## src/kt_pkg.sv

```systemverilog
// shared types, constants and helpers for the key table block
package kt_pkg;

  // built table depth, id length, config width and reset value of the entries-in-use register
  localparam int unsigned TableDepth = 64;
  localparam int unsigned IdBytes    = 8;
  localparam int unsigned CfgW       = 7;
  localparam logic [CfgW-1:0] EntriesRst = 7'd64;

  // request kinds
  typedef enum logic {
    REQ_WRITE = 1'b0,
    REQ_READ  = 1'b1
  } req_e;

  // result codes
  typedef enum logic [1:0] {
    OC_OK      = 2'd0,
    OC_FULL    = 2'd1,
    OC_MISSING = 2'd2
  } outcome_e;

  // request word
  typedef struct packed {
    req_e        req_type;
    logic [63:0] client_ident;
    logic [63:0] server_ident;
    logic [7:0]  entry_state;
    logic [31:0] key_ident;
    logic [63:0] key_bits;
  } in_t;

  // response word
  typedef struct packed {
    outcome_e    outcome;
    logic [7:0]  found_state;
    logic [31:0] found_key_ident;
    logic [63:0] found_key_bits;
  } out_t;

  // one table entry
  typedef struct packed {
    logic [63:0] client;
    logic [63:0] server;
    logic [63:0] key;
    logic [7:0]  ent_state;
    logic [31:0] key_ident;
  } entry_t;

  // compare unit flags for the entry under test
  typedef struct packed {
    logic hit;
    logic free;
  } cmp_t;

  // zero-terminated id: clear bytes at and after the first zero byte
  function automatic logic [63:0] norm_id(logic [63:0] v);
    logic [63:0] r;
    logic        live;
    r    = '0;
    live = 1'b1;
    for (int b = 0; b < 8; b++) begin
      if (b >= int'(IdBytes) || v[8*b +: 8] == 8'h00) begin
        live = 1'b0;
      end
      if (live) begin
        r[8*b +: 8] = v[8*b +: 8];
      end
    end
    return r;
  endfunction

endpackage

```

## src/kt_match.sv

```systemverilog
// compare unit: id pair match and free-entry test on the word read back
module kt_match (
  input  kt_pkg::entry_t entry_i,
  input  logic [63:0]    cid_i,
  input  logic [63:0]    sid_i,
  output kt_pkg::cmp_t   cmp_o
);

  // id pair equality and all-zero entry
  always_comb begin
    cmp_o.hit  = (entry_i.client == cid_i) && (entry_i.server == sid_i);
    cmp_o.free = (entry_i == '0);
  end

endmodule

```

## config.mk

```make
export PLATFORM = sky130hd
export DESIGN_NAME = kt_match
export DESIGN_NICKNAME = d
export VERILOG_FILES = /design/src/kt_pkg.sv /design/src/kt_match.sv
export SDC_FILE = /design/constraint.sdc
export NUM_CORES = 1
export LEC_CHECK = 0
export BUFFER_PORTS_ARGS = -buffer_cell sky130_fd_sc_hd__buf_2
export CAP_MARGIN = 15
export CORE_AREA = 2 2 141 143
export DETAILED_ROUTE_END_ITERATION = 10
export DIE_AREA = 0 0 143 145
export PLACE_DENSITY = 0.41
export RECOVER_POWER = 100
export SYNTH_ARGS = -nofsm -noshare
export SYNTH_HDL_FRONTEND = slang
export SYNTH_SLANG_ARGS = --single-unit
```

## constraint.sdc

```tcl
create_clock -name vclk -period 2.7
set_clock_uncertainty 0.15 [all_clocks]
set_input_delay 0.54 -clock vclk [all_inputs]
set_output_delay 0.54 -clock vclk [all_outputs]
set_load 0.02 [all_outputs]
```

# --- After elaboration in Yosys (flattened, before gate mapping) ---
# Index checks and enable logic that the tools add are counted.
classes:
  n_addsub: 0
  multipliers: 0
  n_div: 0
  n_lt_le_gt_ge: 0
  eq_ne: 2
  n_shift: 0
  muxes: 0
  bitwise_logic: 0
  reduce_logical: 2
op_table:
  columns: ["operator", "count"]
  rows:
  - ["232-bit logical NOT", 1]
  - ["64-bit == test", 2]
  - ["1-bit logical AND", 1]
word_totals:
  register_bits: 0
  latchBits: 0
  ram_bits: 0
  rom_bits: 0
  inputBits: 360
  elab_cells: 4
  memories: 0

# --- Longest topological paths before layout ---
# Gate-level depths: netlist of run 1.
logic_depth:
  word_depth: 2
  mapped_depth: 5
  depth_no_buf: 5

# --- Least setup slack after synthesis of run 1 ---
# Ideal clock, no wire load.
synth_path:
  path_type: "input to output"
  start: "in entry_i[226] (netlist name)"
  end: "out cmp_o[0] (netlist name)"
  arrival_ps: 1462
  required_time_ps: 2010
  setup_slack_ps: 548
  cell_stages: 4
  path_buffers: 0
  path_cell_list: "nor4_1 > nand4_1 > nor4_1 > and4_1"
synth_lines:
  columns: ["item", "line_no", "text"]
  rows:
  - ["from (decl)", "kt_match.sv:3", "input kt_pkg::entry_t entry_i,"]
  - ["to (decl)", "kt_match.sv:6", "output kt_pkg::cmp_t cmp_o"]

==> flow_metrics.env, run 1 <==
export IMPL_status="finished with violations"
export IMPL_violations_in_the_final_reports="negative setup slack"
export IMPL_wl_per_cell_um=19.0
export IMPL_synth_area_leaders="sky130_fd_sc_hd__xnor2_1 60%, sky130_fd_sc_hd__nor4_1 23%, sky130_fd_sc_hd__nand4_1 16%, sky130_fd_sc_hd__nor4_2 0.67%, sky130_fd_sc_hd__and4_1 0.47%"
export IMPL_grt_first_pass_wirelength_um=23300
export IMPL_io_pins=362
export IMPL_nClkBuffers=0
export IMPL_yosys_cell_count_top_type="sky130_fd_sc_hd__xnor2_1"
export IMPL_synth_cell_area_mm2=0.00188
export IMPL_startpoint_type="primary input"
export IMPL_fmax_mhz=359
export IMPL_p_int_w=0.000416
export IMPL_met2_usage_pct=33.2
export IMPL_design_final_nets=1034
export IMPL_max_vdd_ir_drop_mv=0.0440
export IMPL_remaining_design_rule_violation_count=0
export IMPL_report_final_setup_viol=1
export IMPL_maximum_net_fanout_on_the_critical_path=2
export IMPL_post_synth_inst_count=249
export IMPL_area_growth_syn_to_layout_pct=163
export IMPL_yosysWarnings=0
export IMPL_hold_ws_ns=1.48
export IMPL_drtPass1Iterations=4
export IMPL_path_delay_family="simple AND/OR/NAND/NOR gates"
export IMPL_seq_cell_count=0
export IMPL_totalNegativeSetupSlack_ns=-0.0856
export IMPL_power_switching_share_pct=43.3
export IMPL_power_per_cell_area_mw_per_mm2=148
export IMPL_largest_family_of_logic_cells_by_synthesized_area="XOR/XNOR gates"
export IMPL_grt_start_max_net_pins=3
export IMPL_net_switching_power_w=0.000318
export IMPL_timing_critical_path_slowest_stage_cell="sky130_fd_sc_hd__nor4_4"
export IMPL_power_total_w=0.000734
export IMPL_post_layout_nonfiller_instances=937
export IMPL_mux_cell_area_share_after_synthesis_pct=0
export IMPL_synth_seq_area_share_pct=0
export IMPL_worst_path_stages=8
export IMPL_cpMostUsedCell="sky130_fd_sc_hd__buf_4"
export IMPL_timing_hold_worst_class="primary input to primary output"
export IMPL_placedInstanceArea_mm2=0.00449
export IMPL_min_path_cells=6
export IMPL_placed_cells_incl_taps=937
export IMPL_die_h_um=145
export IMPL_ws_path_type="primary input to primary output"
export IMPL_post_synth_top_area_cell="sky130_fd_sc_hd__xnor2_1"
export IMPL_num_rows=51
export IMPL_timing_critical_path_slowest_cell_delay_ns=0.35
export IMPL_ant_nets=0
export IMPL_grt_pass1_vias=3923
export IMPL_global_route_usage_met1_pct=17.3
export IMPL_yosys_area_share_xor_xnor_pct=59.6
export IMPL_fillers=2168
export IMPL_crit_path_cell_trace="buf_2 -> buf_4 -> nor4_2 -> nand4_1 -> nor4_4 -> buf_4 -> and4_4 -> buf_6"
export IMPL_vias_per_cell=3.89
export IMPL_design_area_final_mm2=0.00495
export IMPL_period_minus_slack_ns=2.79
export IMPL_cp_buffers_inverters=4
export IMPL_final_seq_area_um2=0
export IMPL_globalRouteOverflowTotal=0
export IMPL_drt_total_wl_um=17800
export IMPL_initial_core_utilization_pct=9.79
export IMPL_combinational_share_of_power_pct=100.0
export IMPL_slew_headroom_pct=72.9
export IMPL_synth_compound_area_share_pct=0
export IMPL_cap_viol_max_count=0
export IMPL_grt_antenna_before_repair=1
export IMPL_synth_cell_type_count=8
export IMPL_detailroute_via_count=3641
export IMPL_setup_slack_ns=-0.0856
export IMPL_post_synth_and_or_nand_nor_area_fraction_pct=40.4
export IMPL_fp_dieW_um=143
export IMPL_core_area_mm2=0.0192
export IMPL_rsz0062_at_grt="yes"
export IMPL_netlist_area_leader_share_pct=59.6
export IMPL_antenna_cells=0
export IMPL_grt_usage_pct=15.6
export IMPL_numPortBuffers=362
export IMPL_global_route_peak_usage_layer="met2"
export IMPL_layout_drive_gt1_share_pct=68.8
export IMPL_die_area_mm2=0.0207
export IMPL_gp_congestion=0.807
export IMPL_gr_usage_met3_pct=1.02
export IMPL_crit_required_ns=2.01
export IMPL_dr_first_iter_drc_count=99
export IMPL_synth_area_per_cell_um2=7.55
export IMPL_p_leak_nw=2.20
export IMPL_slew_violations=0
export IMPL_dp_final_hpwl_um=16800
export IMPL_finalHoldViolCount=0
export IMPL_max_slew_worst_pin_slew_ns=0.403
export IMPL_postSynthNetCount=609
export IMPL_power_frac_seq_pct=0
export IMPL_p_clk_share_pct=0
export IMPL_critical_path_endpoint_type="primary output"
export IMPL_synth_top_cells_by_count="128 x sky130_fd_sc_hd__xnor2_1, 68 x sky130_fd_sc_hd__nor4_1, 48 x sky130_fd_sc_hd__nand4_1"
export IMPL_timing_final_crit_share_pct=103
export IMPL_endpoint_arrival_time_on_the_critical_path_ns=2.10
export IMPL_post_synth_fa_ha_maj_area_fraction_pct=0
[layout by cell type, fill, tap and decap left out]
| cell | n |
|---|---|
| sky130_fd_sc_hd__and4_4 | 1 |
| sky130_fd_sc_hd__nor4_2 | 13 |
| sky130_fd_sc_hd__nor2_4 | 1 |
| sky130_fd_sc_hd__buf_8 | 3 |
| sky130_fd_sc_hd__xnor2_2 | 12 |
| sky130_fd_sc_hd__nand4_1 | 48 |
| sky130_fd_sc_hd__nand2_1 | 1 |
| sky130_fd_sc_hd__buf_12 | 2 |
| sky130_fd_sc_hd__xnor2_4 | 2 |
| sky130_fd_sc_hd__buf_6 | 7 |
| sky130_fd_sc_hd__nor4_4 | 10 |
| sky130_fd_sc_hd__nor4_1 | 46 |
| sky130_fd_sc_hd__buf_4 | 60 |
| sky130_fd_sc_hd__nor3_1 | 1 |
| sky130_fd_sc_hd__xnor2_1 | 114 |
| sky130_fd_sc_hd__buf_2 | 351 |
[power groups by stage]
stage          clock [W]  sequential, W  combinational, W
2_1_floorplan          0              0          0.000197
3_3_place_gp           0              0          0.000680
3_5_place_dp           0              0          0.000680
4_1_cts                0              0          0.000731
5_1_grt                0              0          0.000792
6_report               0              0          0.000734
[routing by layer]
metal  wire length (µm)  share of wire [%]  vias to the layer above
li1                   -                  -                     1835
met3               1030                5.8                        4
met4                 41               0.23                        0
met5                  0                  0                        -
met2               9950                 56                      197
met1               6750                 38                     1605
[worst paths after layout]
path                          from       end  slack [ns]
worst max-delay path  entry_i[152]  cmp_o[0]       -0.09
worst min-delay path  entry_i[195]  cmp_o[0]        1.48
[final cells by class]
type	instances	area, µm²	area share, %
multi-input combinational	249	2240	45.4
timing repair buffer	423	2370	47.9
tap	265	332	6.70
[cell families (layout without fill, tap and decap cells)]
logic type             Yosys count  after routing
AND/OR/NAND/NOR                121            121
XOR/XNOR                       128            128
buffers and inverters            0            423
[through the flow]
step	worst slack, ns	util, %
4_1_cts	-0.125	25.1
6_report	-0.0856	25.8
2_1_floorplan	0.548	-
3_3_place_gp	-0.460	23.4
5_1_grt	-0.158	25.8
3_5_place_dp	-0.415	23.4
[timing repair]
item,4_1_cts,5_1_grt
gates cloned,0,0
hold buffers,0,0
pin swaps,18,7
endpoints found under the setup margin,2,2
resized for setup,57,19
setup buffers,1,1
(Power assumes the default switching activity.)
==> run 2: changes to the inputs <==
- ABC_AREA: unset -> 1
- CORE_AREA: 2 2 141 143 -> 2 2 140 142
- DIE_AREA: 0 0 143 145 -> 0 0 142 144
- PLACE_DENSITY: 0.41 -> unset
- PLACE_DENSITY_LB_ADDON: unset -> 0.08
==> flow_metrics.env, run 2 <==
export IMPL_die_area_mm2=0.0204
export IMPL_synth_cell_area_mm2=0.00309
export IMPL_remaining_design_rule_violation_count=0
export IMPL_report_final_setup_viol=0
export IMPL_wl_per_cell_um=11.7
export IMPL_period_minus_slack_ns=2.41
export IMPL_startpoint_type="primary input"
export IMPL_status="finished, final reports clean"
export IMPL_area_growth_syn_to_layout_pct=68.5
export IMPL_initial_core_utilization_pct=16.2
export IMPL_layout_drive_gt1_share_pct=32.8
export IMPL_finalHoldViolCount=0
export IMPL_synth_area_per_cell_um2=4.16
export IMPL_min_path_cells=7
export IMPL_worstHoldEndpoint="cmp_o[0]"
export IMPL_timing_critical_path_slowest_cell_delay_ns=0.22
export IMPL_dr_first_iter_drc_count=136
export IMPL_ctsHoldBuffers=0
export IMPL_net_switching_power_w=0.000300
export IMPL_ant_nets=0
export IMPL_yosys_cell_count_top_type="sky130_fd_sc_hd__nand2_1"
export IMPL_maximum_net_fanout_on_the_critical_path=2
export IMPL_crit_required_ns=2.01
export IMPL_final_seq_area_um2=0
export IMPL_power_total_w=0.000614
export IMPL_die_h_um=144
export IMPL_detailroute_via_count=5033
export IMPL_layout_cells_most_common_list="360 x sky130_fd_sc_hd__buf_2, 289 x sky130_fd_sc_hd__nand2_1, 215 x sky130_fd_sc_hd__nor2_1, 152 x sky130_fd_sc_hd__inv_1, 42 x sky130_fd_sc_hd__xor2_1"
export IMPL_timing_critical_path_slowest_stage_cell="sky130_fd_sc_hd__clkbuf_2"
export IMPL_design_final_nets=1468
export IMPL_synth_area_leaders="sky130_fd_sc_hd__nand2_1 35%, sky130_fd_sc_hd__nor2_1 26%, sky130_fd_sc_hd__inv_1 18%, sky130_fd_sc_hd__xor2_1 12%, sky130_fd_sc_hd__nand4_1 3.8%"
export IMPL_ws_path_type="primary input to primary output"
export IMPL_synth_seq_area_share_pct=0
export IMPL_fp_dieW_um=142
export IMPL_drtPass1Iterations=6
export IMPL_max_vdd_ir_drop_mv=0.0345
export IMPL_multi_input_comb_area_mm2=0.00252
export IMPL_p_clk_share_pct=0
export IMPL_synth_top_cells_by_count="289 x sky130_fd_sc_hd__nand2_1, 215 x sky130_fd_sc_hd__nor2_1, 152 x sky130_fd_sc_hd__inv_1"
export IMPL_grt_usage_pct=13.7
export IMPL_grt_pass1_vias=4525
export IMPL_critical_path_endpoint_type="primary output"
export IMPL_gp_congestion=0.769
export IMPL_post_synth_top_area_cell="sky130_fd_sc_hd__nand2_1"
export IMPL_numPortBuffers=362
export IMPL_netlist_area_leader_share_pct=35.1
export IMPL_slew_headroom_pct=77.5
export IMPL_grt_first_pass_wirelength_um=22100
export IMPL_power_frac_seq_pct=0
export IMPL_io_pins=362
export IMPL_fillers=2329
export IMPL_postSynthNetCount=1104
export IMPL_endpoint_arrival_time_on_the_critical_path_ns=1.72
export IMPL_timing_hold_worst_class="primary input to primary output"
export IMPL_final_common_cell="sky130_fd_sc_hd__buf_2"
export IMPL_power_switching_share_pct=48.9
export IMPL_globalRouteOverflowTotal=0
export IMPL_power_per_cell_area_mw_per_mm2=118
export IMPL_drt_total_wl_um=15800
export IMPL_post_synth_inst_count=744
export IMPL_totalNegativeSetupSlack_ns=0
export IMPL_yosysWarnings=0
export IMPL_cpMostUsedCell="sky130_fd_sc_hd__nand2_1"
export IMPL_grt_start_max_net_pins=4
export IMPL_vias_per_cell=3.73
export IMPL_max_slew_worst_pin_slew_ns=0.334
export IMPL_worst_hold_startpoint="entry_i[92]"
export IMPL_nClkBuffers=0
export IMPL_combinational_share_of_power_pct=100.0
export IMPL_synth_cell_type_count=10
export IMPL_p_leak_nw=3.53
export IMPL_dp_final_hpwl_um=15200
export IMPL_cap_viol_max_count=0
export IMPL_num_rows=51
export IMPL_postCtsSetupRepairBufs=0
export IMPL_cts_repair_resize_count=0
export IMPL_timing_final_crit_share_pct=89.4
export IMPL_grt_antenna_before_repair=7
export IMPL_fmax_mhz=414
export IMPL_seq_cell_count=0
export IMPL_crit_path_cell_trace="buf_2 -> inv_1 -> nand2_1 -> nand2_1 -> nor2_1 -> nand2_1 -> nor2_1 -> nand2_1 -> nor2_1 -> nand2_1 -> nor2_1 -> clkbuf_2"
export IMPL_rsz0062_at_grt="no"
export IMPL_slew_violations=0
export IMPL_core_area_mm2=0.0191
export IMPL_p_int_w=0.000314
-- run 2: changes by cell type after synthesis, sizes merged --
cell,delta
nor3,+16
and4,-1
nand3b,+2
nor2,+215
nor4,-67
nand2,+288
inv,+152
xnor2,-128
nand4,-29
xor2,+42
nand3,+5
-- run 2: cell type report --
cell class / instances / share of cell area, %
inverters: 152 / 10.9
diodes: 4 / 0.192
repair buffers: 362 / 34.8
well taps: 238 / 5.71
multi-input cells: 592 / 48.4
-- run 2: critical path: cells and delay by family --
| family | cells | cell delay [ns] |
|---|---|---|
| buffers and inverters | 3 | 0.35 |
| and+or+nand+nor | 9 | 0.84 |
-- run 2: logic make-up (layout without fill, tap and decap cells) --
| logic type | Yosys count | after routing | share of synthesized area (%) |
|---|---|---|---|
| XOR/XNOR | 42 | 42 | 11.9 |
| buffers and inverters | 152 | 514 | 18.4 |
| other | 0 | 4 | 0 |
| AND/OR/NAND/NOR | 550 | 550 | 69.7 |
-- run 2: power groups by stage --
stage | clock (W) | sequential (W) | combinational (W)
floorplan | 0 | 0 | 0.000258
global placement | 0 | 0 | 0.000618
detailed placement | 0 | 0 | 0.000621
CTS | 0 | 0 | 0.000625
global route | 0.0000000000495 | 0 | 0.000712
finish | 0.000000000198 | 0 | 0.000614
-- run 2: per-stage QoR --
step / cells / area, µm² / util (%) / setup slack [ns] / hold WS, ns
CTS: 1344 / 5200 / 27.3 / 0.163 / 1.44
detailed placement: 1344 / 5200 / 27.3 / 0.166 / 1.43
global route: 1345 / 5200 / 27.3 / 0.0741 / 1.47
finish: 1348 / 5210 / 27.3 / 0.287 / 1.42
floorplan: 744 / 3090 / - / 0.631 / 1.18
global placement: 1344 / 5200 / 27.3 / 0.155 / 1.44
-- run 2: how the worst max path moves through the flow --
| stage | start | endpoint | slack [ns] | depth (start not counted) |
|---|---|---|---|---|
| finish | entry_i[126] | cmp_o[1] | 0.29 | 12 |
| global route | sid_i[28] | cmp_o[1] | 0.07 | 11 |
| CTS | entry_i[198] | cmp_o[0] | 0.16 | 9 |
| detailed placement | entry_i[198] | cmp_o[0] | 0.17 | 9 |
| global placement | entry_i[198] | cmp_o[0] | 0.16 | 9 |
| floorplan | entry_i[115] | cmp_o[0] | 0.63 | 9 |
-- run 2: routing by layer --
metal	GRT usage (%)	routed length, µm
met4	0.421	73
met1	17.8	7010
met5	0	33
met3	3.64	1290
met2	23.8	7410
==> run 3: changes to the inputs <==
- SETUP_SLACK_MARGIN: unset -> 0.4
- SLEW_MARGIN: unset -> 20
==> flow_metrics.env, run 3 (same netlist as run 2, synthesis figures left out) <==
export IMPL_final_seq_area_um2=0
export IMPL_period_minus_slack_ns=2.36
export IMPL_min_path_cells=7
export IMPL_p_int_w=0.000347
export IMPL_slew_headroom_pct=77.5
export IMPL_nClkBuffers=0
export IMPL_seq_cell_count=0
export IMPL_timing_hold_worst_class="primary input to primary output"
export IMPL_rsz0062_at_grt="yes"
export IMPL_status="finished, final reports clean"
export IMPL_final_common_cell="sky130_fd_sc_hd__buf_2"
export IMPL_totalNegativeSetupSlack_ns=0
export IMPL_p_leak_nw=3.60
export IMPL_max_vdd_ir_drop_mv=0.0357
export IMPL_path_delay_family="simple AND/OR/NAND/NOR gates"
export IMPL_dp_final_hpwl_um=15200
export IMPL_max_slew_worst_pin_slew_ns=0.334
export IMPL_ant_nets=0
export IMPL_initial_core_utilization_pct=16.2
export IMPL_p_clk_share_pct=0
export IMPL_io_pins=362
export IMPL_detailroute_via_count=5076
export IMPL_critical_path_endpoint_type="primary output"
export IMPL_grt_antenna_before_repair=7
export IMPL_startpoint_type="primary input"
export IMPL_cp_buffers_inverters=2
export IMPL_crit_path_cell_trace="buf_8 -> nor2_4 -> nand4_1 -> nor3_2 -> nand2_1 -> nor2_1 -> nand2_2 -> nor2_2 -> buf_6"
export IMPL_area_growth_syn_to_layout_pct=79.0
export IMPL_ws_path_type="primary input to primary output"
export IMPL_num_rows=51
export IMPL_cap_viol_max_count=0
export IMPL_timing_critical_path_slowest_cell_delay_ns=0.21
export IMPL_timing_critical_path_slowest_stage_cell="sky130_fd_sc_hd__nor3_2"
export IMPL_power_frac_seq_pct=0
export IMPL_grt_usage_pct=13.7
export IMPL_drtPass1Iterations=7
export IMPL_crit_required_ns=2.01
export IMPL_core_area_mm2=0.0191
export IMPL_report_final_setup_viol=0
export IMPL_die_h_um=144
export IMPL_globalRouteOverflowTotal=0
export IMPL_fp_dieW_um=142
export IMPL_slew_violations=0
export IMPL_net_switching_power_w=0.000316
export IMPL_wl_per_cell_um=11.9
export IMPL_design_final_nets=1471
export IMPL_ctsHoldBuffers=0
export IMPL_drt_total_wl_um=16000
export IMPL_grt_first_pass_wirelength_um=22200
export IMPL_gp_congestion=0.769
export IMPL_power_per_cell_area_mw_per_mm2=120
export IMPL_timing_final_crit_share_pct=87.2
export IMPL_worst_path_stages=9
export IMPL_layout_drive_gt1_share_pct=37.8
export IMPL_final_core_util_pct=29.0
export IMPL_grt_start_max_net_pins=4
export IMPL_die_area_mm2=0.0204
export IMPL_remaining_design_rule_violation_count=0
export IMPL_combinational_share_of_power_pct=100.0
export IMPL_grt_pass1_vias=4558
export IMPL_maximum_net_fanout_on_the_critical_path=2
export IMPL_fmax_mhz=425
export IMPL_dr_first_iter_drc_count=138
export IMPL_vias_per_cell=3.76
export IMPL_finalHoldViolCount=0
export IMPL_numPortBuffers=362
export IMPL_power_switching_share_pct=47.7
export IMPL_layout_cells_most_common_list="335 x sky130_fd_sc_hd__buf_2, 280 x sky130_fd_sc_hd__nand2_1, 195 x sky130_fd_sc_hd__nor2_1, 135 x sky130_fd_sc_hd__inv_1, 42 x sky130_fd_sc_hd__xor2_1"
export IMPL_endpoint_arrival_time_on_the_critical_path_ns=1.67
-- run 3: cell count changes in the layout (fill, tap and decap cells not counted), sizes merged --
| cell | before | now |
|---|---|---|
| buf | 360 | 365 |
| clkbuf | 2 | 0 |
-- run 3: through the flow --
stage | setup WS, ns | power (W) | hold slack (ns) | instances | cell area (µm²)
global placement | 0.155 | 0.000618 | 1.44 | 1344 | 5200
finish | 0.344 | 0.000662 | 1.42 | 1351 | 5540
detailed placement | 0.166 | 0.000621 | 1.43 | 1344 | 5200
CTS | 0.235 | 0.000637 | 1.43 | 1345 | 5310
global route | 0.202 | 0.000761 | 1.47 | 1348 | 5530
floorplan | 0.631 | 0.000258 | 1.18 | 744 | 3090
-- run 3: per-layer routing --
metal | vias up | track usage (%) | routed length [µm]
li1 | 2889 | - | -
met1 | 1991 | 17.9 | 6980
met2 | 180 | 24.0 | 7600
met3 | 10 | 3.64 | 1340
met4 | 6 | 0.421 | 73
met5 | - | 0 | 33
-- run 3: repair_timing --
action / 4_1_cts / 5_1_grt
pin swaps: 24 / 59
endpoints found under the setup margin: 2 / 2
gates resized for setup: 26 / 68
buffers inserted: 1 / 2
-- run 3: worst min-delay path: cells and delay by family --
family                 cells  cell delay (ns)
buffers and inverters      2             0.19
and+or+nand+nor            5             0.30
-- run 3: final cells by class --
type	instances	area, µm²
fill	2323	13500
multi-input combinational	592	2640
timing repair buffer	365	2010
inverter	152	578
tap	238	298
antenna	4	10.0
-- run 3: final timing paths --
path	endpoint	slack (ns)	startpoint
hold / removal	cmp_o[0]	1.42	entry_i[92]
setup / recovery	cmp_o[0]	0.34	entry_i[199]
-- run 3: power groups by stage --
stage | registers (W) | clock network [W] | logic [W]
floorplan | 0 | 0 | 0.000258
global placement | 0 | 0 | 0.000618
detailed placement | 0 | 0 | 0.000621
CTS | 0 | 0 | 0.000637
global route | 0 | 0.0000000000495 | 0.000761
finish | 0 | 0.000000000198 | 0.000662
