--- config.mk ---
export PLATFORM = sky130hd
export DESIGN_NAME = kt_ctrl
export DESIGN_NICKNAME = d
export VERILOG_FILES = /design/src/kt_pkg.sv /design/src/kt_ctrl.sv
export SDC_FILE = /design/constraint.sdc
export NUM_CORES = 1
export LEC_CHECK = 0
export BUFFER_PORTS_ARGS = -buffer_cell sky130_fd_sc_hd__buf_2
export CORE_AREA = 2 2 378 380
export DETAILED_ROUTE_END_ITERATION = 7
export DIE_AREA = 0 0 380 382
export HOLD_SLACK_MARGIN = 0.03
export PLACE_DENSITY = 0.35
export RECOVER_POWER = 50
export SKIP_LAST_GASP = 1
export SLEW_MARGIN = 5
export SYNTH_ARGS = -nofsm -noshare
export SYNTH_HDL_FRONTEND = slang
export SYNTH_SLANG_ARGS = --single-unit
export TNS_END_PERCENT = 100
--- constraint.sdc ---
create_clock -name clk_i -period 5.3 [get_ports clk_i]
set_clock_uncertainty 0.1 [all_clocks]
set_input_delay 0.265 -clock clk_i [delete_from_list [all_inputs] [get_ports clk_i]]
set_output_delay 0.265 -clock clk_i [all_outputs]
set_load 0.05 [all_outputs]
--- src/kt_pkg.sv ---
// shared types, constants and helpers for the key table block
package kt_pkg;

  // built table depth, id length, config width and reset value of the entries-in-use register
  localparam int unsigned TableDepth = 64;
  localparam int unsigned IdBytes    = 8;
  localparam int unsigned CfgW       = 7;
  localparam logic [CfgW-1:0] EntriesRst = 7'd64;

  // request kinds
  typedef enum logic {
    REQ_WRITE = 1'b0,
    REQ_READ  = 1'b1
  } req_e;

  // result codes
  typedef enum logic [1:0] {
    OC_OK      = 2'd0,
    OC_FULL    = 2'd1,
    OC_MISSING = 2'd2
  } outcome_e;

  // request word
  typedef struct packed {
    req_e        req_type;
    logic [63:0] client_ident;
    logic [63:0] server_ident;
    logic [7:0]  entry_state;
    logic [31:0] key_ident;
    logic [63:0] key_bits;
  } in_t;

  // response word
  typedef struct packed {
    outcome_e    outcome;
    logic [7:0]  found_state;
    logic [31:0] found_key_ident;
    logic [63:0] found_key_bits;
  } out_t;

  // one table entry
  typedef struct packed {
    logic [63:0] client;
    logic [63:0] server;
    logic [63:0] key;
    logic [7:0]  ent_state;
    logic [31:0] key_ident;
  } entry_t;

  // compare unit flags for the entry under test
  typedef struct packed {
    logic hit;
    logic free;
  } cmp_t;

  // zero-terminated id: clear bytes at and after the first zero byte
  function automatic logic [63:0] norm_id(logic [63:0] v);
    logic [63:0] r;
    logic        live;
    r    = '0;
    live = 1'b1;
    for (int b = 0; b < 8; b++) begin
      if (b >= int'(IdBytes) || v[8*b +: 8] == 8'h00) begin
        live = 1'b0;
      end
      if (live) begin
        r[8*b +: 8] = v[8*b +: 8];
      end
    end
    return r;
  endfunction

endpackage

--- src/kt_ctrl.sv ---
// scan sequencer: clear pass, entry scan, table update and response register
module kt_ctrl #(
  parameter int unsigned TableDepth = kt_pkg::TableDepth,
  parameter int unsigned AddrW      = (TableDepth > 1) ? $clog2(TableDepth) : 1
) (
  input  logic                  clk_i,
  input  logic                  rst_ni,
  input  logic                  in_valid_i,
  output logic                  in_stall_o,
  input  kt_pkg::in_t           in_data_i,
  output logic                  out_valid_o,
  input  logic                  out_stall_i,
  output kt_pkg::out_t          out_data_o,
  input  logic                  cfg_valid_i,
  output logic                  cfg_ready_o,
  input  logic [kt_pkg::CfgW-1:0] cfg_data_i,
  output logic                  mem_we_o,
  output logic [AddrW-1:0]      mem_waddr_o,
  output kt_pkg::entry_t        mem_wdata_o,
  output logic [AddrW-1:0]      mem_raddr_o,
  input  kt_pkg::entry_t        mem_rdata_i,
  output logic [63:0]           cid_o,
  output logic [63:0]           sid_o,
  input  kt_pkg::cmp_t          cmp_i
);

  localparam int unsigned CntW = $clog2(TableDepth + 1);
  localparam int unsigned LimW = (CntW > kt_pkg::CfgW) ? CntW : kt_pkg::CfgW;

  typedef enum logic [1:0] {
    ST_CLEAR,
    ST_IDLE,
    ST_SCAN,
    ST_RESP
  } state_e;

  state_e                  state_q, state_d;
  logic [CntW-1:0]         cnt_q, cnt_d;
  logic [CntW-1:0]         lim_q, lim_d;
  logic                    pend_q, pend_d;
  logic [AddrW-1:0]        pend_idx_q, pend_idx_d;
  logic                    free_vld_q, free_vld_d;
  logic [AddrW-1:0]        free_idx_q, free_idx_d;
  kt_pkg::in_t             req_q, req_d;
  kt_pkg::out_t            res_q, res_d;
  logic                    out_valid_q, out_valid_d;
  kt_pkg::out_t            out_q, out_d;
  logic [kt_pkg::CfgW-1:0] cfg_q, cfg_d;
  logic                    in_acc;
  logic [LimW-1:0]         cfg_ext;
  logic [LimW-1:0]         depth_ext;
  logic [LimW-1:0]         lim_ext;

  assign in_stall_o  = (state_q != ST_IDLE);
  assign in_acc      = in_valid_i && !in_stall_o;
  assign cfg_ready_o = 1'b1;
  assign out_valid_o = out_valid_q;
  assign out_data_o  = out_q;
  assign cid_o       = req_q.client_ident;
  assign sid_o       = req_q.server_ident;
  assign mem_raddr_o = cnt_q[AddrW-1:0];

  // scan limit: register value capped at the built depth
  assign cfg_ext   = LimW'(cfg_q);
  assign depth_ext = LimW'(TableDepth);
  assign lim_ext   = (cfg_ext > depth_ext) ? depth_ext : cfg_ext;

  // sequencer next state
  always_comb begin
    state_d     = state_q;
    cnt_d       = cnt_q;
    lim_d       = lim_q;
    pend_d      = pend_q;
    pend_idx_d  = pend_idx_q;
    free_vld_d  = free_vld_q;
    free_idx_d  = free_idx_q;
    req_d       = req_q;
    res_d       = res_q;
    out_valid_d = out_valid_q;
    out_d       = out_q;
    cfg_d       = cfg_q;
    mem_we_o    = 1'b0;
    mem_waddr_o = cnt_q[AddrW-1:0];
    mem_wdata_o = '0;

    // config write
    if (cfg_valid_i && cfg_ready_o) begin
      cfg_d = cfg_data_i;
    end

    // response word taken
    if (out_valid_q && !out_stall_i) begin
      out_valid_d = 1'b0;
    end

    unique case (state_q)
      ST_CLEAR: begin
        mem_we_o = 1'b1;
        if (cnt_q == CntW'(TableDepth - 1)) begin
          cnt_d   = '0;
          state_d = ST_IDLE;
        end else begin
          cnt_d = cnt_q + 1'b1;
        end
      end

      ST_IDLE: begin
        if (in_acc) begin
          req_d              = in_data_i;
          req_d.client_ident = kt_pkg::norm_id(in_data_i.client_ident);
          req_d.server_ident = kt_pkg::norm_id(in_data_i.server_ident);
          lim_d              = CntW'(lim_ext);
          cnt_d              = '0;
          pend_d             = 1'b0;
          free_vld_d         = 1'b0;
          state_d            = ST_SCAN;
        end
      end

      ST_SCAN: begin
        if (pend_q && cmp_i.hit) begin
          // id pair found
          res_d = '0;
          res_d.outcome = kt_pkg::OC_OK;
          if (req_q.req_type == kt_pkg::REQ_READ) begin
            res_d.found_state     = mem_rdata_i.ent_state;
            res_d.found_key_ident = mem_rdata_i.key_ident;
            res_d.found_key_bits  = mem_rdata_i.key;
          end else begin
            mem_we_o    = 1'b1;
            mem_waddr_o = pend_idx_q;
            mem_wdata_o = '{client:    req_q.client_ident,
                            server:    req_q.server_ident,
                            key:       req_q.key_bits,
                            ent_state: req_q.entry_state,
                            key_ident: req_q.key_ident};
          end
          cnt_d      = '0;
          pend_d     = 1'b0;
          free_vld_d = 1'b0;
          state_d    = ST_RESP;
        end else begin
          // remember the first free entry
          if (pend_q && cmp_i.free && !free_vld_q) begin
            free_vld_d = 1'b1;
            free_idx_d = pend_idx_q;
          end
          if (cnt_q < lim_q) begin
            pend_d     = 1'b1;
            pend_idx_d = cnt_q[AddrW-1:0];
            cnt_d      = cnt_q + 1'b1;
          end else if (pend_q) begin
            pend_d = 1'b0;
          end else begin
            // scan done without a match
            res_d = '0;
            if (req_q.req_type == kt_pkg::REQ_READ) begin
              res_d.outcome = kt_pkg::OC_MISSING;
            end else if (free_vld_q) begin
              res_d.outcome = kt_pkg::OC_OK;
              mem_we_o    = 1'b1;
              mem_waddr_o = free_idx_q;
              mem_wdata_o = '{client:    req_q.client_ident,
                              server:    req_q.server_ident,
                              key:       req_q.key_bits,
                              ent_state: req_q.entry_state,
                              key_ident: req_q.key_ident};
            end else begin
              res_d.outcome = kt_pkg::OC_FULL;
            end
            cnt_d      = '0;
            free_vld_d = 1'b0;
            state_d    = ST_RESP;
          end
        end
      end

      ST_RESP: begin
        if (!out_valid_q || !out_stall_i) begin
          out_valid_d = 1'b1;
          out_d       = res_q;
          state_d     = ST_IDLE;
        end
      end

      default: begin
        state_d = ST_CLEAR;
      end
    endcase
  end

  // state and registered outputs
  always_ff @(posedge clk_i or negedge rst_ni) begin
    if (!rst_ni) begin
      state_q     <= ST_CLEAR;
      cnt_q       <= '0;
      lim_q       <= '0;
      pend_q      <= 1'b0;
      pend_idx_q  <= '0;
      free_vld_q  <= 1'b0;
      free_idx_q  <= '0;
      req_q       <= '0;
      res_q       <= '0;
      out_valid_q <= 1'b0;
      out_q       <= '0;
      cfg_q       <= kt_pkg::EntriesRst;
    end else begin
      state_q     <= state_d;
      cnt_q       <= cnt_d;
      lim_q       <= lim_d;
      pend_q      <= pend_d;
      pend_idx_q  <= pend_idx_d;
      free_vld_q  <= free_vld_d;
      free_idx_q  <= free_idx_d;
      req_q       <= req_d;
      res_q       <= res_d;
      out_valid_q <= out_valid_d;
      out_q       <= out_d;
      cfg_q       <= cfg_d;
    end
  end

`ifndef NO_ASSERTIONS
  // table writes only from the clear pass or the end of a scan
  assert property (@(posedge clk_i) disable iff (!rst_ni)
    mem_we_o |-> (state_q == ST_CLEAR || state_q == ST_SCAN))
    else $error("table write outside clear pass or scan end");

  // a pending compare always refers to an entry inside the scan limit
  assert property (@(posedge clk_i) disable iff (!rst_ni)
    (state_q == ST_SCAN && pend_q) |-> (CntW'(pend_idx_q) < lim_q))
    else $error("compare beyond scan limit");

  // an accepted request starts a scan in the next cycle
  assert property (@(posedge clk_i) disable iff (!rst_ni)
    in_acc |=> (state_q == ST_SCAN))
    else $error("accepted request did not start a scan");

  // only a successful read carries entry data
  assert property (@(posedge clk_i) disable iff (!rst_ni)
    (out_valid_q && out_q.outcome != kt_pkg::OC_OK) |->
      (out_q.found_state == '0 && out_q.found_key_ident == '0 &&
       out_q.found_key_bits == '0))
    else $error("entry data on a failed request");

  // not found is a read outcome only
  assert property (@(posedge clk_i) disable iff (!rst_ni)
    (state_q == ST_RESP && res_q.outcome == kt_pkg::OC_MISSING) |->
      (req_q.req_type == kt_pkg::REQ_READ))
    else $error("not found reported for a write");
`endif

endmodule

# After elaboration in Yosys (flattened, before gate mapping)
# Cells that the tools add are included.
[word_totals]
reg_bits = 483
inputBits = 479
output_inout_bits = 482
[op_classes]
addsub = 1
n_lt_le_gt_ge = 2
n_eq_ne = 13
mux = 117
bitwise_logic = 1
n_reduce_logical = 37
[ops]
columns = ["cell", "count"]
rows = [
  ["232-bit 2-to-1 mux", 7],
  ["106-bit 2-to-1 mux", 3],
  ["8-bit logical NOT", 16],
  ["8-bit 2-to-1 mux", 16],
  ["104-bit 2-to-1 mux", 1],
  ["1-bit 2-to-1 mux", 65],
  ["6-bit 2-to-1 mux", 7],
  ["7-bit 2-to-1 mux", 6],
  ["7-bit case mux with 3 select lines", 1],
  ["2-bit 2-to-1 mux", 7],
  ["3-bit AND reduction", 4],
  ["2-bit inequality test, second input constant", 4],
  ["2-bit case mux with 4 select lines", 1],
  ["7-bit by 1-bit adder with 7-bit output, second input constant", 1],
  ["7-bit by 6-bit == test with 1-bit output, second input constant", 1],
  ["7-bit > comparator, second input constant", 1],
  ["7-bit < comparator", 1],
  ["3-bit inequality test, second input constant", 2],
  ["1-bit case mux with 2 select lines", 3],
  ["2-bit AND reduction", 3],
  ["1-bit logical AND", 5],
  ["5-bit AND reduction", 1],
  ["2-bit == test, second input constant", 2],
  ["1-bit logical NOT", 4],
  ["other kinds (8)", 9],
]

# Logic depth before layout (Yosys ltp)
# Gate-level depths: netlist of the first run.
[depth]
depth_word = 27
mapped_depth = 10

# Least setup slack after synthesis of the first run
# OpenSTA, ideal clock, no wires.
[synth_path]
path_type = "register -> output"
startpoint = "reg state_q[0]"
endpoint = "out mem_waddr_o[0]"
arrival_ns = 2.635
required_ns = 4.935
slack_ns = 2.300
path_stages_with_launch = 9
n_path_buf = 3
cell_sequence = "dfrtp_1 > inv_1 > ha_1 > clkbuf_1 > nor2b_1 > a21boi_4 > buf_4 > buf_4 > a2bb2oi_1"
[synth_between]
elab_chain_cells = 2
[synth_rtl]
columns = ["element", "line_no", "rtl"]
rows = [
  ["start: declaration", "kt_ctrl.sv:37", "state_e state_q, state_d;"],
  ["start signal: assignment", "kt_ctrl.sv:208", "state_q <= state_d;"],
  ["2-bit == test", "kt_ctrl.sv:96", "unique case (state_q)"],
  ["6-bit 2-to-1 mux", "kt_ctrl.sv:96", ""],
  ["end: declaration", "kt_ctrl.sv:18", "output logic [AddrW-1:0] mem_waddr_o,"],
]
# Every way passes these cells.

==> results of run 1 <==
-- layer usage --
layer,vias to the layer above,share of wire [%]
li1,8936,-
met1,9441,44
met2,627,45
met3,135,7.3
met4,20,3.4
met5,-,0.14
-- stage by stage --
stage	setup WS (ns)	hold slack [ns]	power, mW
detailed placement	1.56	0.318	12.1
global route	0.318	0.144	18.0
global placement	1.61	0.332	12.1
CTS	0.789	0.0661	17.5
floorplan	2.30	-0.131	10.4
finish	0.954	0.150	17.0
-- layout make-up --
| class | instances | area (um2) |
|---|---|---|
| flip-flops and latches | 483 | 12100 |
| well taps | 1890 | 2360 |
| clock buffers | 96 | 2020 |
| diodes | 6 | 15.0 |
| inverters | 13 | 48.8 |
| multi-input cells | 1372 | 7800 |
| repair buffers | 1211 | 7680 |
| fillers | 15700 | 109000 |
| clock inverters | 23 | 373 |
-- worst max-delay path, delay by kind of cell, from the launching register on --
kind	cells	cell delay (ns)
compound gates	3	0.70
fa+ha+maj	1	0.35
buf+inv	3	1.24
flops	1	0.48
simple gates	3	0.44
-- logic make-up (layout without fill, tap and decap cells) --
| family | Yosys count | after routing |
|---|---|---|
| and+or+nand+nor | 1064 | 1064 |
| other | 1 | 7 |
| adders and majority gates | 13 | 13 |
| AOI/OAI and AO/OA | 166 | 166 |
| buffers and inverters | 276 | 1343 |
| DFF | 483 | 483 |
| muxes | 128 | 128 |
-- power by group through the flow --
stage / Combinational [mW] / Sequential [mW] / Clock [mW]
after global routing: 6.65 / 6.05 / 5.29
after detailed placement: 6.21 / 5.94 / 0
after floorplan: 4.61 / 5.79 / 0
after global placement: 6.21 / 5.93 / 0
final: 6.18 / 5.90 / 4.91
after CTS: 6.46 / 5.89 / 5.13
-- cell usage in the layout (no fill, tap or decap), types with 15 or more instances in the layout --
master | Yosys | layout
and2_1 | 234 | 233
buf_2 | 15 | 603
clkbuf_1 | 67 | 238
nor4_1 | 29 | 29
dlygate4sd3_1 | 0 | 355
nand2_1 | 650 | 649
nand3_1 | 112 | 112
a22o_1 | 80 | 80
buf_4 | 143 | 15
o21ai_0 | 39 | 39
clkbuf_16 | 0 | 69
dfrtp_1 | 482 | 482
mux2_2 | 126 | 126
clkbuf_8 | 0 | 19
-- sequential cells by signal, indices dropped and copies added, names as in the netlist --
register and cells:
cnt_q 7, state_q 2, lim_q 7, sid_o 64, res_q 106, free_vld_q 1, out_valid_o 1, cid_o 64
free_idx_q 6, pend_q 1, out_data_o 106, pend_idx_q 6, cfg_ext 7, req_q 105
-- worst max path at each step --
| stage | start | to | slack, ns | cells past startpoint |
|---|---|---|---|---|
| 4_1_cts | cnt_q[2] | mem_wdata_o[167] | 0.79 | 10 |
| 5_1_grt | rst_ni | req_q[90] | 0.32 | 3 |
| 3_5_place_dp | cnt_q[2] | mem_wdata_o[167] | 1.56 | 10 |
| 3_3_place_gp | cnt_q[2] | mem_wdata_o[167] | 1.61 | 10 |
| 6_report | cnt_q[2] | mem_wdata_o[225] | 0.95 | 10 |
| 2_1_floorplan | state_q[0] | mem_waddr_o[0] | 2.30 | 8 |
==> reports/qor.txt, run 1 <==
Initial antenna violation count: 21
Slew at the pin closest to its max-slew limit: 2.85 ns
Largest net degree at the start of global routing: 145
RSZ-0062 raised after global routing: false
Post-Synth XOR/XNOR Area: 0%
Fraction of registers with async set or reset after synthesis: 100%
Placer Congestion: 0.852
Core utilization of the finished layout: 23.0%
Share of total power in combinational logic: 36.4%
Met3 track demand over resource in global routing: 4.37%
Netlist Area Pre-Place: 21500 um2
Clock transition at the register clock pins on the worst setup and hold paths after CTS: 0.05 ns
Highest clock frequency the design can meet: 0.230 GHz
Count of max-cap constraint violations: 3
Effective utilization at floorplan: 15.3%
Sequential element share of the synthesized area: 56.2%
R2r setup slk: 0.96 ns
Classification of the worst-slack hold path: in -> reg
Height of the die: 382 um
Count of input and output buffers: 831
Post-detailed-route count of antenna-violating nets: 0
Kind of launch point of the worst setup path: flop
DP HPWL: 75.2 mm
CTS H-Tree Depth: 3
Number of setup buffers added after CTS: 0
Clk Latency, worst-skew pair: 0.65 ns
Adder-cell area share of the yosys netlist: 0.756%
Maximum buffer depth of the clock tree: 3
Reg2reg path depth: 7
Clock tree from TritonCTS: built
Share of the synthesized area in compound gates (AO/OA/AOI/OAI): 5.94%
Count of distinct cell types in the synthesized netlist: 50
Vias in the first global route: 20100
Count of boundary I/O pins: 961
Cts bufs inserted: 68
Cell with the most instances after synthesis: nand2_1
Endpoint of the worst register-to-register path: sid_o[57]
Min cycle time layout: 4.35 ns
Pwr Density: 525 nW/um2
Internal power consumption: 9.40 mW
P&R area growth vs syn: 50.5%
Worst hold path stage count: 6
Total Neg Setup Slack: 0 ns
Worst path cell trace: ha_1 > nand2_1 > o21ai_2 > a311o_2 > nand2_4 > a21boi_4 > buf_4 > buf_4 > and2_1 > buf_2
Synth Warn #: 0
Sequential Power Share: 34.7%
End of the worst hold path: state_q[0]
Failing checks: max-capacitance violations, max-slew violations
DRT Pass-1 Iters: 5
Data required, critical path: 4.93 ns
Area of all placed cells without fillers: 32400 um2
Synth top area cells: dfrtp_1 56%, nand2_1 11%, and2_1 6.8%
Worst Path Max Fanout: 70
Area share of the largest cell type after synthesis: 56.0%
Final layout net count: 3641
Critical Path End Type: primary output
Mux share of post-synthesis cell area: 6.69%
Row Count: 138
Die area: 145000 um2
Top post-synthesis cells by count: 650 x nand2_1, 482 x dfrtp_1, 234 x and2_1
# placed instances: 4614
Largest family of logic cells by synthesized area: simple AND/OR/NAND/NOR gates
Placed standard-cell area: 26700 um2
DR WL/cell: 20.1 um
Arrival @ worst endpoint: 3.98 ns
Period utilization: 82.0%
Remaining routing DRC violations: 0
Top Usage Layer GRT: met2
Overall Global Routing Usage: 13.9%
Rel. slew slack: -89.7%
Met1 GRT Util: 17.9%
Via total after detailed routing: 19200
Final number of max-transition violations: 223
Synthesized netlist net count: 2623
Largest voltage drop on the vdd net: 239 uV
Met2 demand-to-capacity share in global routing: 21.4%
Critical Path Max Stage Delay: 0.55 ns
Total wirelength of the detailed-routed design: 103 mm
Clock network fraction of design power: 28.9%
Die span in x: 380 um
Number of non-filler instances in the completed layout: 5094
CTS sink count: 483
Source of the worst hold timing path: in_valid_i
Switching Fraction: 44.7%
Post-synthesis cell type with the largest combined area: dfrtp_1
Sw power: 7.59 mW
CTS Hold Buffers Added: 355
Quantity of gates resized following cts: 0
Detailed-route vias per instance: 3.76
Aggregate global routing overflow: 0
Floorplan core area: 141000 um2
Leakage: 16.3 nW
Number of flops mapped to enable cells by yosys: 0
CTS root buf: clkbuf_16
Wire length of the first global-routing pass: 147 mm
Critical R2R Launch: state_q[1]
Number of register bits inferred by synthesis: 483
Gate count after technology mapping: 2131
Number of DRC markers after the initial detailed-route iteration: 920
Cell with the largest stage delay on the worst path: buf_4
Final count of negative-setup-slack endpoints: 0
Status: finished with violations
Most used flip-flop cell after synthesis: dfrtp_1
Per-instance average area after synthesis: 10.1 um2
Most numerous cell on the critical path: buf_4
Post-synthesis share of cell area spent on and, or, nand and nor gates: 22.7%
Setup Crit Path Kind: reg -> out
Hold Vio Cnt, Final: 0
Share of layout cells above drive strength 1: 27.4%
Note: power is estimated with default switching activity, not from simulation.
==> inputs of run 2 (changes only) <==
--- a/config.mk
+++ b/config.mk
@@ -6,9 +6,9 @@
 export NUM_CORES = 1
 export LEC_CHECK = 0
 export BUFFER_PORTS_ARGS = -buffer_cell sky130_fd_sc_hd__buf_2
-export CORE_AREA = 2 2 378 380
+export CORE_AREA = 2 2 375 377
 export DETAILED_ROUTE_END_ITERATION = 7
-export DIE_AREA = 0 0 380 382
+export DIE_AREA = 0 0 377 379
 export HOLD_SLACK_MARGIN = 0.03
 export PLACE_DENSITY = 0.35
 export RECOVER_POWER = 50
==> constraint.sdc (replaced) <==
create_clock -name clk_i -period 4.1 [get_ports clk_i]
set_clock_uncertainty 0.1 [all_clocks]
set_input_delay 0.205 -clock clk_i [delete_from_list [all_inputs] [get_ports clk_i]]
set_output_delay 0.205 -clock clk_i [all_outputs]
set_load 0.05 [all_outputs]
==> reports/qor.txt, run 2 (synthesized netlist as in run 1, its figures left out) <==
Count of boundary I/O pins: 961
Largest voltage drop on the vdd net: 287 uV
Data required, critical path: 3.80 ns
Register area: 12100 um2
Fin Hold WS: 0.175 ns
Clk Latency, worst-skew pair: 0.65 ns
Sw power: 9.77 mW
Largest net degree at the start of global routing: 149
Kind of launch point of the worst setup path: flop
Share of layout cells above drive strength 1: 27.4%
Multi-input gate area in the final layout: 7800 um2
Internal power consumption: 11.7 mW
Post-detailed-route count of antenna-violating nets: 0
Count of input and output buffers: 831
Effective utilization at floorplan: 15.5%
Endpoint of the worst register-to-register path: res_q[73]
DR WL/cell: 20.1 um
Clock transition at the register clock pins on the worst setup and hold paths after CTS: 0.06 ns
Detailed-route vias per instance: 3.79
Source of the worst hold timing path: in_data_i[75]
Initial antenna violation count: 8
Failing checks: max-capacitance violations, max-slew violations
Pwr Density: 667 nW/um2
Final layout net count: 3656
Die span in x: 377 um
RSZ-0062 raised after global routing: false
Remaining routing DRC violations: 0
Final number of max-transition violations: 81
Leakage: 16.3 nW
Period utilization: 96.7%
CTS Hold Buffers Added: 356
Total wirelength of the detailed-routed design: 101 mm
Number of DRC markers after the initial detailed-route iteration: 951
Sequential Power Share: 35.2%
Number of fillers in the final layout: 15400
Share of total power in combinational logic: 37.5%
CTS sink count: 483
Final count of negative-setup-slack endpoints: 0
Highest clock frequency the design can meet: 0.252 GHz
Vias in the first global route: 20000
Cts bufs inserted: 66
Clock network fraction of design power: 27.3%
Final worst setup slack: 0.134 ns
Count of max-cap constraint violations: 1
Worst Path Max Fanout: 143
Switching Fraction: 45.4%
DRT Pass-1 Iters: 6
Height of the die: 379 um
CTS root buf: clkbuf_16
Floorplan core area: 139000 um2
Critical Path End Type: primary output
Leading cell type in the layout, fill and taps excluded: nand2_1
Hold Vio Cnt, Final: 0
End of the worst hold path: req_q[75]
Pre-CTS setup slack: 0.862 ns
Number of setup buffers added after CTS: 0
Min cycle time layout: 3.97 ns
Quantity of gates resized following cts: 0
Slew at the pin closest to its max-slew limit: 2.75 ns
Clock tree from TritonCTS: built
CTS H-Tree Depth: 3
P&R area growth vs syn: 49.9%
Row Count: 137
Via total after detailed routing: 19100
Worst hold path stage count: 4
DP HPWL: 75.2 mm
Maximum buffer depth of the clock tree: 3
R2r setup slk: 1.10 ns
Classification of the worst-slack hold path: in -> reg
Critical R2R Launch: cnt_q[2]
Arrival @ worst endpoint: 3.66 ns
Status: finished with violations
Aggregate global routing overflow: 0
Die area: 143000 um2
Rel. slew slack: -83.4%
Reg2reg path depth: 8
Placer Congestion: 0.871
Setup Crit Path Kind: reg -> out
Total Neg Setup Slack: 0 ns
Wire length of the first global-routing pass: 144 mm
Most frequent cells in the layout: 649 x nand2_1, 598 x buf_2, 482 x dfrtp_1, 356 x dlygate4sd3_1, 248 x clkbuf_1
Overall Global Routing Usage: 13.8%
==> run 2: cell count changes in the layout (fill, tap and decap cells not counted), sizes merged <==
cell,change
inv,+4
buf,+6
dlygate4sd3,+1
clkinvlp,-1
bufinv,-5
clkinv,+5
clkbuf,+6
diode,+1
==> run 2: power groups by stage <==
stage / Sequential (mW) / Clock, mW / Combinational [mW]
finish: 7.57 / 5.88 / 8.07
global route: 7.77 / 6.35 / 8.72
CTS: 7.55 / 6.15 / 8.43
detailed placement: 7.61 / 0 / 8.11
global placement: 7.62 / 0 / 8.12
floorplan: 7.48 / 0 / 5.96
==> run 2: worst max path at each step <==
stage,from,to,slack (ns),cells past startpoint
finish,cnt_q[2],mem_wdata_o[227],0.13,9
floorplan,state_q[0],mem_waddr_o[0],1.16,8
global placement,cnt_q[2],mem_waddr_o[4],0.89,10
detailed placement,cnt_q[2],mem_waddr_o[4],0.86,10
CTS,cnt_q[2],mem_waddr_o[4],0.1,10
global route,cnt_q[2],mem_waddr_o[4],0.02,10
==> run 2: through the flow <==
step           std cells  util [%]  power (mW)  area, um2
6_report            5028      23.2        21.5      32300
5_1_grt             5022      23.2        22.8      32200
4_1_cts             5021      23.5        22.1      32600
3_5_place_dp        4547      19.3        15.7      26800
3_3_place_gp        4547      19.3        15.7      26800
2_1_floorplan       2131         -        13.4      21500
==> run 2: cell type report <==
cell class              count  share of cell area (%)
inverters                  13                   0.151
multi-input cells        1372                    24.2
well taps                1807                    7.01
clock buffers              92                    5.92
repair buffers           1228                    24.3
flip-flops and latches    483                    37.5
clock inverters            26                   0.865
diodes                      7                  0.0543
==> run 2: layer usage <==
metal	vias up	wire length, um	track usage, %
li1	8949	-	-
met1	9402	44300	17.7
met2	593	45400	21.4
met3	109	8740	5.23
met4	0	2640	4.35
met5	-	0	0
==> run 2: critical path, cell delays in order, from the launching register on <==
cell and delay (ns):
dfrtp_1 0.49, ha_1 0.36, a21oi_1 0.18, o21ai_2 0.11, a311o_2 0.47, nand2_4 0.17
a21boi_4 0.08, buf_12 0.18, and2_1 0.41, buf_2 0.23
==> inputs of run 3 (changes only) <==
==> constraint.sdc (replaced) <==
create_clock -name clk_i -period 4.1 [get_ports clk_i]
set_clock_uncertainty 0.1 [all_clocks]
set_input_delay 0 -clock clk_i [delete_from_list [all_inputs] [get_ports clk_i]]
set_output_delay 0 -clock clk_i [all_outputs]
set_load 0.05 [all_outputs]
==> reports/qor.txt, run 3 (synthesized netlist as in run 1, its figures left out) <==
Largest net degree at the start of global routing: 158
Count of max-cap constraint violations: 1
DRT Pass-1 Iters: 5
Area of all placed cells without fillers: 36500 um2
Die span in x: 377 um
Final number of max-transition violations: 13
Detailed-route vias per instance: 3.84
CTS root buf: clkbuf_16
CTS Hold Buffers Added: 783
Worst Path Max Fanout: 148
Row Count: 137
Clock tree from TritonCTS: built
Most frequent cells in the layout: 782 x dlygate4sd3_1, 649 x nand2_1, 598 x buf_2, 482 x dfrtp_1, 264 x clkbuf_1
Arrival @ worst endpoint: 3.56 ns
Remaining routing DRC violations: 0
Placer Congestion: 0.869
Critical Path End Type: primary output
DR WL/cell: 19.3 um
Share of layout cells above drive strength 1: 23.8%
Kind of launch point of the worst setup path: flop
Tot Pwr: 22.3 mW
Data required, critical path: 4.00 ns
Total Neg Setup Slack: 0 ns
Placed standard-cell area: 26900 um2
Quantity of gates resized following cts: 0
Period utilization: 89.2%
Cts bufs inserted: 66
Vias in the first global route: 21900
Aggregate global routing overflow: 0
Effective utilization at floorplan: 15.5%
Leakage: 18.0 nW
Die area: 143000 um2
Overall Global Routing Usage: 14.4%
Min cycle time layout: 3.66 ns
Largest voltage drop on the vdd net: 297 uV
CTS H-Tree Depth: 3
Floorplan core area: 139000 um2
Number of fillers in the final layout: 15200
Rel. slew slack: -20.0%
Status: finished with violations
RSZ-0062 raised after global routing: false
Wire length of the first global-routing pass: 151 mm
Via total after detailed routing: 20900
Total wirelength of the detailed-routed design: 106 mm
Failing checks: max-capacitance violations, max-slew violations
Number of setup buffers added after CTS: 0
Count of input and output buffers: 831
Classification of the worst-slack hold path: in -> reg
Count of boundary I/O pins: 961
Clock transition at the register clock pins on the worst setup and hold paths after CTS: 0.05 ns
DP HPWL: 76.0 mm
Post-detailed-route count of antenna-violating nets: 0
Core utilization of the finished layout: 26.3%
Leading cell type in the layout, fill and taps excluded: dlygate4sd3_1
Highest clock frequency the design can meet: 0.273 GHz
Height of the die: 379 um
Clk Latency, worst-skew pair: 0.67 ns
Final count of negative-setup-slack endpoints: 0
Number of DRC markers after the initial detailed-route iteration: 985
Initial antenna violation count: 16
P&R area growth vs syn: 69.4%
Slew at the pin closest to its max-slew limit: 1.80 ns
Maximum buffer depth of the clock tree: 3
Hold Vio Cnt, Final: 0
Setup Crit Path Kind: reg -> out
Pwr Density: 611 nW/um2
CTS sink count: 483
Fin Hold WS: 0.0784 ns
Final layout net count: 4084
==> run 3: layout make-up <==
| class | instances | area [um2] | share of cell area (%) |
|---|---|---|---|
| antenna | 7 | 17.5 | 0.0480 |
| clock buffer | 99 | 1880 | 5.14 |
| clock inverter | 18 | 214 | 0.587 |
| inverter | 13 | 48.8 | 0.134 |
| multi-input combinational | 1372 | 7800 | 21.4 |
| sequential | 483 | 12100 | 33.1 |
| tap | 1807 | 2260 | 6.20 |
| timing repair buffer | 1656 | 12200 | 33.4 |
==> run 3: critical path: stages, from the launching register on <==
cell and delay [ns]:
dfrtp_1 0.47, ha_1 0.34, nand2_1 0.06, o21ai_2 0.19, a311o_2 0.33, nand2_4 0.13, a21boi_4 0.24, buf_12 0.35
and2_1 0.24, buf_2 0.30
==> run 3: routing by layer <==
layer	up-vias	GRT usage (%)	part of all wire [%]	wire length (um)
met5	-	0	0	0
met4	0	5.63	3.2	3380
met2	640	22.6	45	47500
met1	10300	18.0	43	45300
li1	9816	-	-	-
met3	132	5.27	8.9	9400
==> run 3: metrics by stage <==
stage	setup slack, ns	cells
6_report	0.441	5455
5_1_grt	0.185	5453
4_1_cts	0.240	5448
3_5_place_dp	1.00	4548
3_3_place_gp	1.06	4548
2_1_floorplan	1.36	2131
==> run 3: final timing paths <==
kind | startpoint | end | slack (ns) | cells after the start
max | cnt_q[2] | mem_wdata_o[226] | 0.44 | 9
min | in_data_i[81] | req_q[81] | 0.08 | 4
max reg2reg | cnt_q[2] | res_q[25] | 0.73 | 9
min reg2reg | res_q[89] | res_q[89] | 0.36 | 2
max in group asynchronous | rst_ni | cid_o[28] | 0.82 | 4
min in group asynchronous | rst_ni | out_data_o[101] | 1.60 | 4
==> run 3: where the power goes <==
| group | internal (mW) | switching [mW] |
|---|---|---|
| clock | 3.37 | 2.40 |
| sequential | 6.22 | 1.33 |
| combinational | 2.83 | 6.14 |
